--- config.mk ---
export PLATFORM = sky130hd
export DESIGN_NAME = gregorian_day_difference
export DESIGN_NICKNAME = d
export VERILOG_FILES = /design/src/sv/gdd_pkg.sv /design/src/sv/gregorian_day_difference.sv /design/src/sv/gdd_mac.sv /design/src/sv/gdd_ctrl.sv
export SDC_FILE = /design/constraint.sdc
export NUM_CORES = 1
export LEC_CHECK = 0
export BUFFER_PORTS_ARGS = -buffer_cell sky130_fd_sc_hd__buf_2
export CAP_MARGIN = 10
export CORE_UTILIZATION = 45
export CTS_BUF_LIST = sky130_fd_sc_hd__clkbuf_4 sky130_fd_sc_hd__clkbuf_8
export DETAILED_ROUTE_END_ITERATION = 10
export HOLD_SLACK_MARGIN = 0.08
export PLACE_DENSITY = 0.69
export SYNTH_ARGS = -nofsm -noshare
export SYNTH_HDL_FRONTEND = slang
export SYNTH_SLANG_ARGS = --single-unit
--- constraint.sdc ---
create_clock -name i_clk -period 20.9 [get_ports i_clk]
set_input_delay 2.09 -clock i_clk [delete_from_list [all_inputs] [get_ports i_clk]]
set_output_delay 2.09 -clock i_clk [all_outputs]
set_load 0.03 [all_outputs]
--- src/sv/gdd_pkg.sv ---
package gdd_pkg;

    localparam int YEAR_W  = 14;
    localparam int MONTH_W = 4;
    localparam int DAY_W   = 5;
    localparam int COUNT_W = 23;
    localparam int OPA_W   = 15;
    localparam int OPB_W   = 13;

    // floor(x * RECIP_100 / 2^19) == floor(x / 100) for x below 43699
    localparam logic [OPB_W-1:0] RECIP_100 = 13'd5243;
    localparam logic [OPB_W-1:0] DAYS_YEAR = 13'd365;
    localparam logic [OPB_W-1:0] ONE       = 13'd1;

    // shift applied to the product before accumulation
    localparam logic [1:0] SH_0  = 2'd0;
    localparam logic [1:0] SH_2  = 2'd1;
    localparam logic [1:0] SH_19 = 2'd2;

    // steps per date
    localparam logic [2:0] K_YEAR = 3'd0;
    localparam logic [2:0] K_Q4   = 3'd1;
    localparam logic [2:0] K_Q100 = 3'd2;
    localparam logic [2:0] K_Q400 = 3'd3;
    localparam logic [2:0] K_MDAY = 3'd4;

    typedef struct packed {
        logic [YEAR_W-1:0]  start_year;
        logic [MONTH_W-1:0] start_month;
        logic [DAY_W-1:0]   start_day;
        logic [YEAR_W-1:0]  end_year;
        logic [MONTH_W-1:0] end_month;
        logic [DAY_W-1:0]   end_day;
    } t_req;

    typedef struct packed {
        logic signed [COUNT_W-1:0] day_count;
        logic                      invalid;
    } t_rsp;

    typedef struct packed {
        logic       clr;
        logic       en;
        logic       start_date;
        logic [2:0] k;
    } t_step;

    typedef struct packed {
        logic             clr;
        logic             en;
        logic             sub;
        logic [1:0]       sh;
        logic [OPA_W-1:0] a;
        logic [OPB_W-1:0] b;
    } t_mac_op;

    function automatic logic date_ok(input logic [MONTH_W-1:0] m, input logic [DAY_W-1:0] d);
        date_ok = (m >= 4'd1) && (m <= 4'd12) && (d >= 5'd1);
    endfunction

    // days before the first of month m in a common year
    function automatic logic [8:0] month_base(input logic [MONTH_W-1:0] m);
        case (m)
            4'd2:    month_base = 9'd31;
            4'd3:    month_base = 9'd59;
            4'd4:    month_base = 9'd90;
            4'd5:    month_base = 9'd120;
            4'd6:    month_base = 9'd151;
            4'd7:    month_base = 9'd181;
            4'd8:    month_base = 9'd212;
            4'd9:    month_base = 9'd243;
            4'd10:   month_base = 9'd273;
            4'd11:   month_base = 9'd304;
            4'd12:   month_base = 9'd334;
            default: month_base = 9'd0;
        endcase
    endfunction

endpackage

--- src/sv/gregorian_day_difference.sv ---
// Signed day count between two proleptic Gregorian dates.
//
// Request channel i_valid/i_ready carries both dates in i_data; the response
// channel o_valid/o_ready returns day_count (end minus start) and invalid.
// A month outside 1..12 or a day outside 1..31 in either date gives invalid
// with a zero count. Years above MAX_YEAR are clamped to MAX_YEAR.
//
// Each date is reduced to a day number by one shared multiply-accumulate
// unit in five steps: 365 per year, the leap counts y/4 (by shift), y/100
// and y/400 (by reciprocal multiply), then month base plus day. The end
// date is added first and the start date subtracted. An invalid request
// shows its response in the cycle after it is accepted. One request is in
// flight at a time: i_ready is high only when the block is idle, so a new
// request is taken only once the last response has been taken. When the
// receiver stalls, the response is held on o_data with o_valid high and no
// new request is taken. Reset drops any request in flight and returns the
// control to idle; the request and accumulator registers are not reset.
module gregorian_day_difference import gdd_pkg::*; #(
    parameter int MAX_YEAR = 9999
) (
    input  logic i_clk,
    input  logic i_rst_n,
    input  logic i_valid,
    output logic i_ready,
    input  t_req i_data,
    input  logic o_ready,
    output logic o_valid,
    output t_rsp o_data
);

    localparam logic [16:0] MaxYear = 17'(MAX_YEAR);

    t_req    r_req;
    logic    r_invalid;
    logic    start;
    logic    bad;
    logic    done;
    t_step   step;
    t_mac_op op;
    logic signed [COUNT_W-1:0] acc;

    logic [YEAR_W-1:0]  y;
    logic [MONTH_W-1:0] m;
    logic [DAY_W-1:0]   d;
    logic [YEAR_W-1:0]  y_sat;
    logic [OPA_W-1:0]   y_adj;
    logic [OPA_W-1:0]   y_400;

    assign start = i_valid && i_ready;
    assign bad   = !date_ok(i_data.start_month, i_data.start_day)
                || !date_ok(i_data.end_month, i_data.end_day);

    always_ff @(posedge i_clk) begin
        if (start) begin
            r_req     <= i_data;
            r_invalid <= bad;
        end
    end

    gdd_ctrl u_ctrl (
        .i_clk   (i_clk),
        .i_rst_n (i_rst_n),
        .i_start (start),
        .i_bad   (bad),
        .i_take  (o_valid && o_ready),
        .o_idle  (i_ready),
        .o_done  (done),
        .o_step  (step)
    );

    assign y = step.start_date ? r_req.start_year  : r_req.end_year;
    assign m = step.start_date ? r_req.start_month : r_req.end_month;
    assign d = step.start_date ? r_req.start_day   : r_req.end_day;

    // past February the leap day of this year counts: use the leaps before y+1
    assign y_sat = ({3'b0, y} > MaxYear) ? MaxYear[YEAR_W-1:0] : y;
    assign y_adj = {1'b0, y_sat} + OPA_W'(m > 4'd2);
    assign y_400 = OPA_W'((y_adj + OPA_W'(399)) >> 2);

    always_comb begin
        op.clr = step.clr;
        op.en  = step.en;
        op.sub = step.start_date;
        op.sh  = SH_0;
        op.a   = {1'b0, y_sat};
        op.b   = DAYS_YEAR;
        unique case (step.k)
            K_YEAR: begin
                op.a = {1'b0, y_sat};
                op.b = DAYS_YEAR;
            end
            K_Q4: begin
                op.a  = y_adj + OPA_W'(3);
                op.b  = ONE;
                op.sh = SH_2;
            end
            K_Q100: begin
                op.a   = y_adj + OPA_W'(99);
                op.b   = RECIP_100;
                op.sh  = SH_19;
                op.sub = !step.start_date;
            end
            K_Q400: begin
                op.a  = y_400;
                op.b  = RECIP_100;
                op.sh = SH_19;
            end
            K_MDAY: begin
                op.a = OPA_W'(month_base(m)) + OPA_W'(d) - OPA_W'(1);
                op.b = ONE;
            end
            default: op.en = 1'b0;
        endcase
    end

    gdd_mac u_mac (
        .i_clk (i_clk),
        .i_op  (op),
        .o_acc (acc)
    );

    assign o_valid          = done;
    assign o_data.day_count = r_invalid ? '0 : acc;
    assign o_data.invalid   = r_invalid;

endmodule

--- src/sv/gdd_mac.sv ---
module gdd_mac import gdd_pkg::*; (
    input  logic                      i_clk,
    input  t_mac_op                   i_op,
    output logic signed [COUNT_W-1:0] o_acc
);

    logic [OPA_W+OPB_W-1:0] prod;
    logic [COUNT_W-1:0]     term;
    logic [COUNT_W-1:0]     r_acc;
    logic [COUNT_W-1:0]     n_acc;

    assign prod = i_op.a * i_op.b;

    always_comb begin
        case (i_op.sh)
            SH_2:    term = COUNT_W'(prod >> 2);
            SH_19:   term = COUNT_W'(prod >> 19);
            default: term = COUNT_W'(prod);
        endcase
    end

    // accumulate modulo 2^COUNT_W; the final difference wraps the same way
    always_comb begin
        n_acc = r_acc;
        if (i_op.clr) begin
            n_acc = '0;
        end else if (i_op.en) begin
            n_acc = i_op.sub ? r_acc - term : r_acc + term;
        end
    end

    always_ff @(posedge i_clk) begin
        r_acc <= n_acc;
    end

    assign o_acc = r_acc;

endmodule

--- src/sv/gdd_ctrl.sv ---
module gdd_ctrl import gdd_pkg::*; (
    input  logic  i_clk,
    input  logic  i_rst_n,
    input  logic  i_start,
    input  logic  i_bad,
    input  logic  i_take,
    output logic  o_idle,
    output logic  o_done,
    output t_step o_step
);

    localparam logic [1:0] S_IDLE = 2'd0;
    localparam logic [1:0] S_RUN  = 2'd1;
    localparam logic [1:0] S_OUT  = 2'd2;

    logic [1:0] r_state, n_state;
    logic [2:0] r_k, n_k;
    logic       r_date, n_date;

    always_comb begin
        n_state = r_state;
        n_k     = r_k;
        n_date  = r_date;
        unique case (r_state)
            S_IDLE: begin
                if (i_start) begin
                    n_state = i_bad ? S_OUT : S_RUN;
                    n_k     = K_YEAR;
                    n_date  = 1'b0;
                end
            end
            S_RUN: begin
                if (r_k == K_MDAY) begin
                    n_k = K_YEAR;
                    if (r_date) begin
                        n_state = S_OUT;
                    end else begin
                        n_date = 1'b1;
                    end
                end else begin
                    n_k = r_k + 3'd1;
                end
            end
            S_OUT: begin
                if (i_take) begin
                    n_state = S_IDLE;
                end
            end
            default: n_state = S_IDLE;
        endcase
    end

    always_ff @(posedge i_clk) begin
        if (!i_rst_n) begin
            r_state <= S_IDLE;
            r_k     <= K_YEAR;
            r_date  <= 1'b0;
        end else begin
            r_state <= n_state;
            r_k     <= n_k;
            r_date  <= n_date;
        end
    end

    assign o_idle            = (r_state == S_IDLE);
    assign o_done            = (r_state == S_OUT);
    assign o_step.clr        = i_start;
    assign o_step.en         = (r_state == S_RUN);
    assign o_step.start_date = r_date;
    assign o_step.k          = r_k;

endmodule

==> results of run 1 <==
[registers in the layout (all words and copies together) (netlist names)]
name / flops
u_ctrl.r_k: 3
u_mac.o_acc: 23
u_ctrl.r_state: 2
r_req: 46
r_invalid: 1
u_ctrl.r_date: 1
[cells in the mapped netlist, drive strengths merged (14+ instances only)]
library cell and n:
o211ai 16, o21a 18, or2 14, nor2b 35, ha 157, a31oi 15
xnor2 43, a21o 30, and2 20, inv 203, nand2 134, buf 14
xor2 43, o21ai 60, dfxtp 29, a21oi 97, nand3 37, a211oi 16
nand2b 20, mux2i 29, nor2 93, fa 95, nor3 34, edfxtp 47
clkbuf 33
[worst min path at each step]
stage | startpoint | end | slack, ps | depth (start not counted)
3_5_place_dp | u_mac.o_acc[15]$_SDFFE_PP0P_ | u_mac.o_acc[15]$_SDFFE_PP0P_ | 460 | 2
2_1_floorplan | u_mac.o_acc[22]$_SDFFE_PP0P_ | u_mac.o_acc[22]$_SDFFE_PP0P_ | 430 | 1
4_1_cts | u_mac.o_acc[15]$_SDFFE_PP0P_ | u_mac.o_acc[15]$_SDFFE_PP0P_ | 480 | 2
3_3_place_gp | u_mac.o_acc[8]$_SDFFE_PP0P_ | u_mac.o_acc[8]$_SDFFE_PP0P_ | 460 | 2
5_1_grt | u_mac.o_acc[6]$_SDFFE_PP0P_ | u_mac.o_acc[6]$_SDFFE_PP0P_ | 490 | 2
6_report | u_mac.o_acc[15]$_SDFFE_PP0P_ | u_mac.o_acc[15]$_SDFFE_PP0P_ | 480 | 2
[per-stage QoR]
stage	worst slack, ps	hold WS [ps]
2_1_floorplan	8460	429
3_3_place_gp	7310	460
3_5_place_dp	7020	464
4_1_cts	7000	479
5_1_grt	5860	493
6_report	6920	475
[layout make-up]
| class | count | area (um2) | area share |
|---|---|---|---|
| well taps | 341 | 427 | 0.0321 |
| multi-input cells | 1147 | 9460 | 0.713 |
| clock inverters | 6 | 71.3 | 0.00537 |
| clock buffers | 10 | 131 | 0.00990 |
| repair buffers | 82 | 428 | 0.0322 |
| flip-flops and latches | 76 | 1990 | 0.150 |
| inverters | 204 | 766 | 0.0577 |
[cell families after synthesis]
| logic type | share of synthesized area |
|---|---|
| and+or+nand+nor | 0.175 |
| buffers and inverters | 0.0796 |
| xor gates and xnor gates | 0.0624 |
| DFF | 0.160 |
| other | 0.000604 |
| adders and majority gates | 0.311 |
| AOI/OAI and AO/OA | 0.181 |
| muxes | 0.0300 |
[critical path, delay by kind of cell (launching register included)]
kind / cells / cell delay (ps)
and+or+nand+nor: 12 / 2930
xor gates and xnor gates: 3 / 490
adders and majority gates: 11 / 4090
DFF: 1 / 460
AOI/OAI and AO/OA: 22 / 4570
buffers and inverters: 6 / 800
muxes: 1 / 530
[layer usage]
metal | GRT usage | vias up
li1 | - | 5172
met1 | 0.324 | 5167
met2 | 0.394 | 324
met3 | 0.0416 | 44
met4 | 0.0652 | 0
met5 | 0 | -
==> qor.csv, run 1 <==
metric,value,unit
r2r setup slk,6920,ps
largest net degree at the start of global routing,67,
Area contributors post-synth,"ha_1, fa_1, edfxtp_1, inv_1, dfxtp_1",
First-pass DRT Iterations,7,
syn nets,1776,
crit start category,register,
Setup Viol. Count Final,0,
gp weighted congestion,0.947,
Yosys cell types,82,
Post-CTS Setup Inserts,0,
Critical Path Source,u_ctrl.r_date$_SDFFE_PN0P_,
first-pass GRT wire length,54200,um
# hold bufs at CTS,0,
nets,1822,
Worst path most repeated cell,ha_1,
CTS H-Tree Depth,3,
CTS tree,built,
path type of the worst min-delay path,register to register,
GRT Residual Overflow,0,
WL met1,14900,um
reg2reg end,u_mac.o_acc[21]$_SDFFE_PP0P_,
post-synthesis sequential area ratio,0.160,
highest metal used,met4,
fmax,71.5,MHz
Core Area,27000,um2
initial antenna violation count,0,
most frequent cells in the layout,"inv_1, ha_1, nand2_1",
fillcell total,2626,
RSZ-0062 raised after global routing,no,
FP Rows,60,
io pins,76,
Setup CP Type,register to register,
CTS Buf Count,9,
Inst Count DP,1850,
clock sink total,76,
placed cell area,13100,um2
crit path to,u_mac.o_acc[21]$_SDFFE_PP0P_,
ys flop type,edfxtp_1,
CP max stage delay,640,ps
CP required,21190,ps
# DRC,0,
Gate Count Post-Synth,1474,
"most common cell after layout, fill and taps aside",inv_1,
fin crit share,0.669,
vias in the first global route,10654,
Initial Util,0.460,
final instance area,13300,um2
Tightest Pin Transition,1220,ps
drt total wl,32800,um
fin cells,1866,
DRT iter0 DRCs,757,
kind of end point of the critical path,register,
WL met2,15000,um
Slew Limit Fails,0,
Reg-to-Reg Start,u_ctrl.r_date$_SDFFE_PN0P_,
WP data arrival,14270,ps
WL/cell,17.6,um
CTS resizes,0,
status,"complete, no violations",
Routed Antenna Nets,0,
Post-synth EDFFs,47,
# diodes,0,
port bufs,75,
"Avg Cell Area, Syn",8.44,um2
post-route minimum period,13980,ps
R2R cell count,55,
CP Max Fanout,37,
clk buf depth,2,
setup TNS,0,ps
via count,10707,
clk_lat worst skew,380,ps
Area Growth Syn to Fin,6.74,%
Final Hold Vio Count,0,
MaxCap Viol Count,0,
Die Y,168,um
die footprint,28300,um2
fraction of registers with async set/reset,0,
slowest CP cell,or2_1,
Syn. warnings,0,
Root Driver,clkbuf_8,
#FFs+latches synth,76,
Yosys top cell by area,ha_1,
Synth Cell Area,12400,um2
total track usage,0.240,
slew margin rel.,0.178,
"Reg clk slew, reported paths",100,ps
Synth top area share,0.158,
DR vias/cell,5.74,
"Core Util, Final",0.491,
detailed placement HPWL,27200,um
skew final,17.5,ps
layout cells sized above 1,0.0944,
DR WL met3,2240,um
Die W,168,um
Power of run 1 is left out: the tool's default activity adds up to more than one toggle a clock period on the data nets, which glitch-free logic cannot reach.
==> run 2: changes to the inputs <==
ABC_AREA = 1   (was unset)
clock period = 14.05 ns   (was 20.9 ns; I/O delays follow)
==> qor.csv, run 2 <==
metric,value,unit,change
port bufs,75,,unchanged
ys flop type,edfxtp_1,,unchanged
Final Hold Vio Count,0,,unchanged
Setup Viol. Count Final,0,,unchanged
Root Driver,clkbuf_8,,unchanged
RSZ-0062 raised after global routing,no,,unchanged
first-pass GRT wire length,53500,um,was 54200 um
Yosys top cell by area,ha_1,,unchanged
via count,11454,,was 10.7k
"count leader, synth",inv_1,,unchanged
WL/cell,14.2,um,was 17.6 um
post-synthesis sequential area ratio,0.157,,was 0.160
Top delay family on crit path,adder cells,,was compound AO/OA/AOI/OAI gates
#FFs+latches synth,76,,unchanged
max FFs per register,46,,unchanged
io pins,76,,unchanged
Top reg by flops,r_req,,unchanged
Setup CP Type,register to register,,unchanged
most frequent cells in the layout,"inv_1, nand2_1, nor2_1",,"was inv_1, ha_1, nand2_1"
Yosys cell types,58,,was 82
CTS tree,built,,unchanged
Area contributors post-synth,"ha_1, fa_1, edfxtp_1, inv_1, nand2_1",,"was ha_1, fa_1, edfxtp_1, inv_1, dfxtp_1"
die footprint,28900,um2,was 28300 um2
kind of end point of the critical path,register,,unchanged
syn nets,2083,,was 1776
Syn. warnings,0,,unchanged
Area Growth Syn to Fin,7.08,%,was 6.74%
fraction of registers with async set/reset,0,,unchanged
First-pass DRT Iterations,6,,was 7
DRT iter0 DRCs,926,,was 757
CP required,14330,ps,was 21190 ps
initial antenna violation count,0,,unchanged
vias in the first global route,11159,,was 10.7k
status,"complete, no violations",,unchanged
CP max stage delay,950,ps,was 640 ps
Die Y,170,um,was 168 um
gp weighted congestion,1.01,,was 0.947
clk buf depth,2,,unchanged
Post-CTS Setup Inserts,0,,unchanged
Synth Cell Area,12700,um2,was 12400 um2
Gate Count Post-Synth,1781,,was 1474
slowest CP cell,o21ai_0,,was or2_1
setup TNS,0,ps,unchanged
skew final,16.2,ps,was 17.5 ps
Crit path buffers/inverters,14,,was 6
"Reg clk slew, reported paths",80,ps,was 100 ps
Initial Util,0.456,,was 0.460
Routed Antenna Nets,0,,unchanged
Synth top cells by count,"inv_1, nand2_1, nor2_1",,"was inv_1, ha_1, nand2_1"
Synth top area share,0.155,,was 0.158
detailed placement HPWL,27100,um,was 27200 um
GRT Residual Overflow,0,,unchanged
WP data arrival,12540,ps,was 14270 ps
MaxCap Viol Count,0,,unchanged
total track usage,0.232,,was 0.240
clk_lat worst skew,380,ps,about the same
path type of the worst min-delay path,register to register,,unchanged
# diodes,0,,unchanged
Slew Limit Fails,0,,unchanged
nets,2145,,was 1822
fmax,81.6,MHz,was 71.5 MHz
largest net degree at the start of global routing,65,,was 67
FP Rows,61,,was 60
fin crit share,0.873,,was 0.669
# hold bufs at CTS,0,,unchanged
layout cells sized above 1,0.107,,was 0.0944
Die W,170,um,was 168 um
crit start category,register,,unchanged
clock sink total,76,,unchanged
slew margin rel.,0.213,,was 0.178
drt total wl,31600,um,was 32800 um
# DRC,0,,unchanged
Core Area,27800,um2,was 27000 um2
"most common cell after layout, fill and taps aside",inv_1,,unchanged
post-route minimum period,12260,ps,was 13980 ps
CTS resizes,0,,unchanged
CP Max Fanout,28,,was 37
Worst path most repeated cell,inv_1,,was ha_1
DR vias/cell,5.15,,was 5.74
"Avg Cell Area, Syn",7.12,um2,was 8.44 um2
CTS Buf Count,9,,unchanged
Tightest Pin Transition,1170,ps,was 1220 ps
CTS H-Tree Depth,3,,unchanged
fillcell total,2829,,was 2626
Post-synth EDFFs,47,,unchanged
==> run 2: worst min-delay path, stage by stage, from the launching register on <==
cell and delay, ps:
dfxtp_1 330, nand2_1 70, a21oi_1 50
==> run 2: worst paths after layout <==
path / depth (start not counted) / slack (ps) / to / startpoint
worst min-delay path: 2 / 490 / u_ctrl.r_k[2]$_SDFFE_PN0P_ / u_ctrl.r_k[2]$_SDFFE_PN0P_
worst min register to register: 2 / 490 / u_ctrl.r_k[2]$_SDFFE_PN0P_ / u_ctrl.r_k[2]$_SDFFE_PN0P_
worst max-delay path: 64 / 1790 / u_mac.o_acc[20]$_SDFFE_PP0P_ / u_ctrl.r_date$_SDFFE_PN0P_
worst max register to register: 64 / 1790 / u_mac.o_acc[20]$_SDFFE_PP0P_ / u_ctrl.r_date$_SDFFE_PN0P_
==> run 2: cell families after synthesis <==
kind of cell,Yosys count,share of synthesized area
mux,6,0.00503
compound gates,224,0.100
xor+xnor,50,0.0345
simple gates,755,0.269
flops,76,0.157
other cells,2,0.000592
fa+ha+maj,252,0.305
buf+inv,416,0.128
==> run 2: area by class of cell <==
class,count,area [um2],area share
clock buffer,10,131,0.00967
clock inverter,6,42.5,0.00313
inverter,389,1460,0.108
multi-input combinational,1289,9080,0.669
sequential,76,1990,0.147
tap,378,473,0.0348
timing repair buffer,78,398,0.0293
==> run 2: per-stage QoR <==
| step | util | cell area [um2] | setup slack [ps] | std cells | hold slack (ps) |
|---|---|---|---|---|---|
| after floorplan | - | 12700 | 3700 | 1781 | 450 |
| after global placement | 0.483 | 13400 | 2410 | 2210 | 481 |
| after detailed placement | 0.483 | 13400 | 2050 | 2210 | 482 |
| after CTS | 0.489 | 13600 | 1950 | 2226 | 494 |
| after global routing | 0.489 | 13600 | 621 | 2226 | 538 |
| final | 0.489 | 13600 | 1790 | 2226 | 493 |
==> run 2: metal layers <==
layer	share of wire	track usage	vias to the layer above
met5	0	0	-
met4	0.026	0.0838	0
met3	0.046	0.0233	60
met2	0.46	0.386	315
met1	0.47	0.311	5329
li1	-	-	5750
Power of run 2 is left out for the same reason.
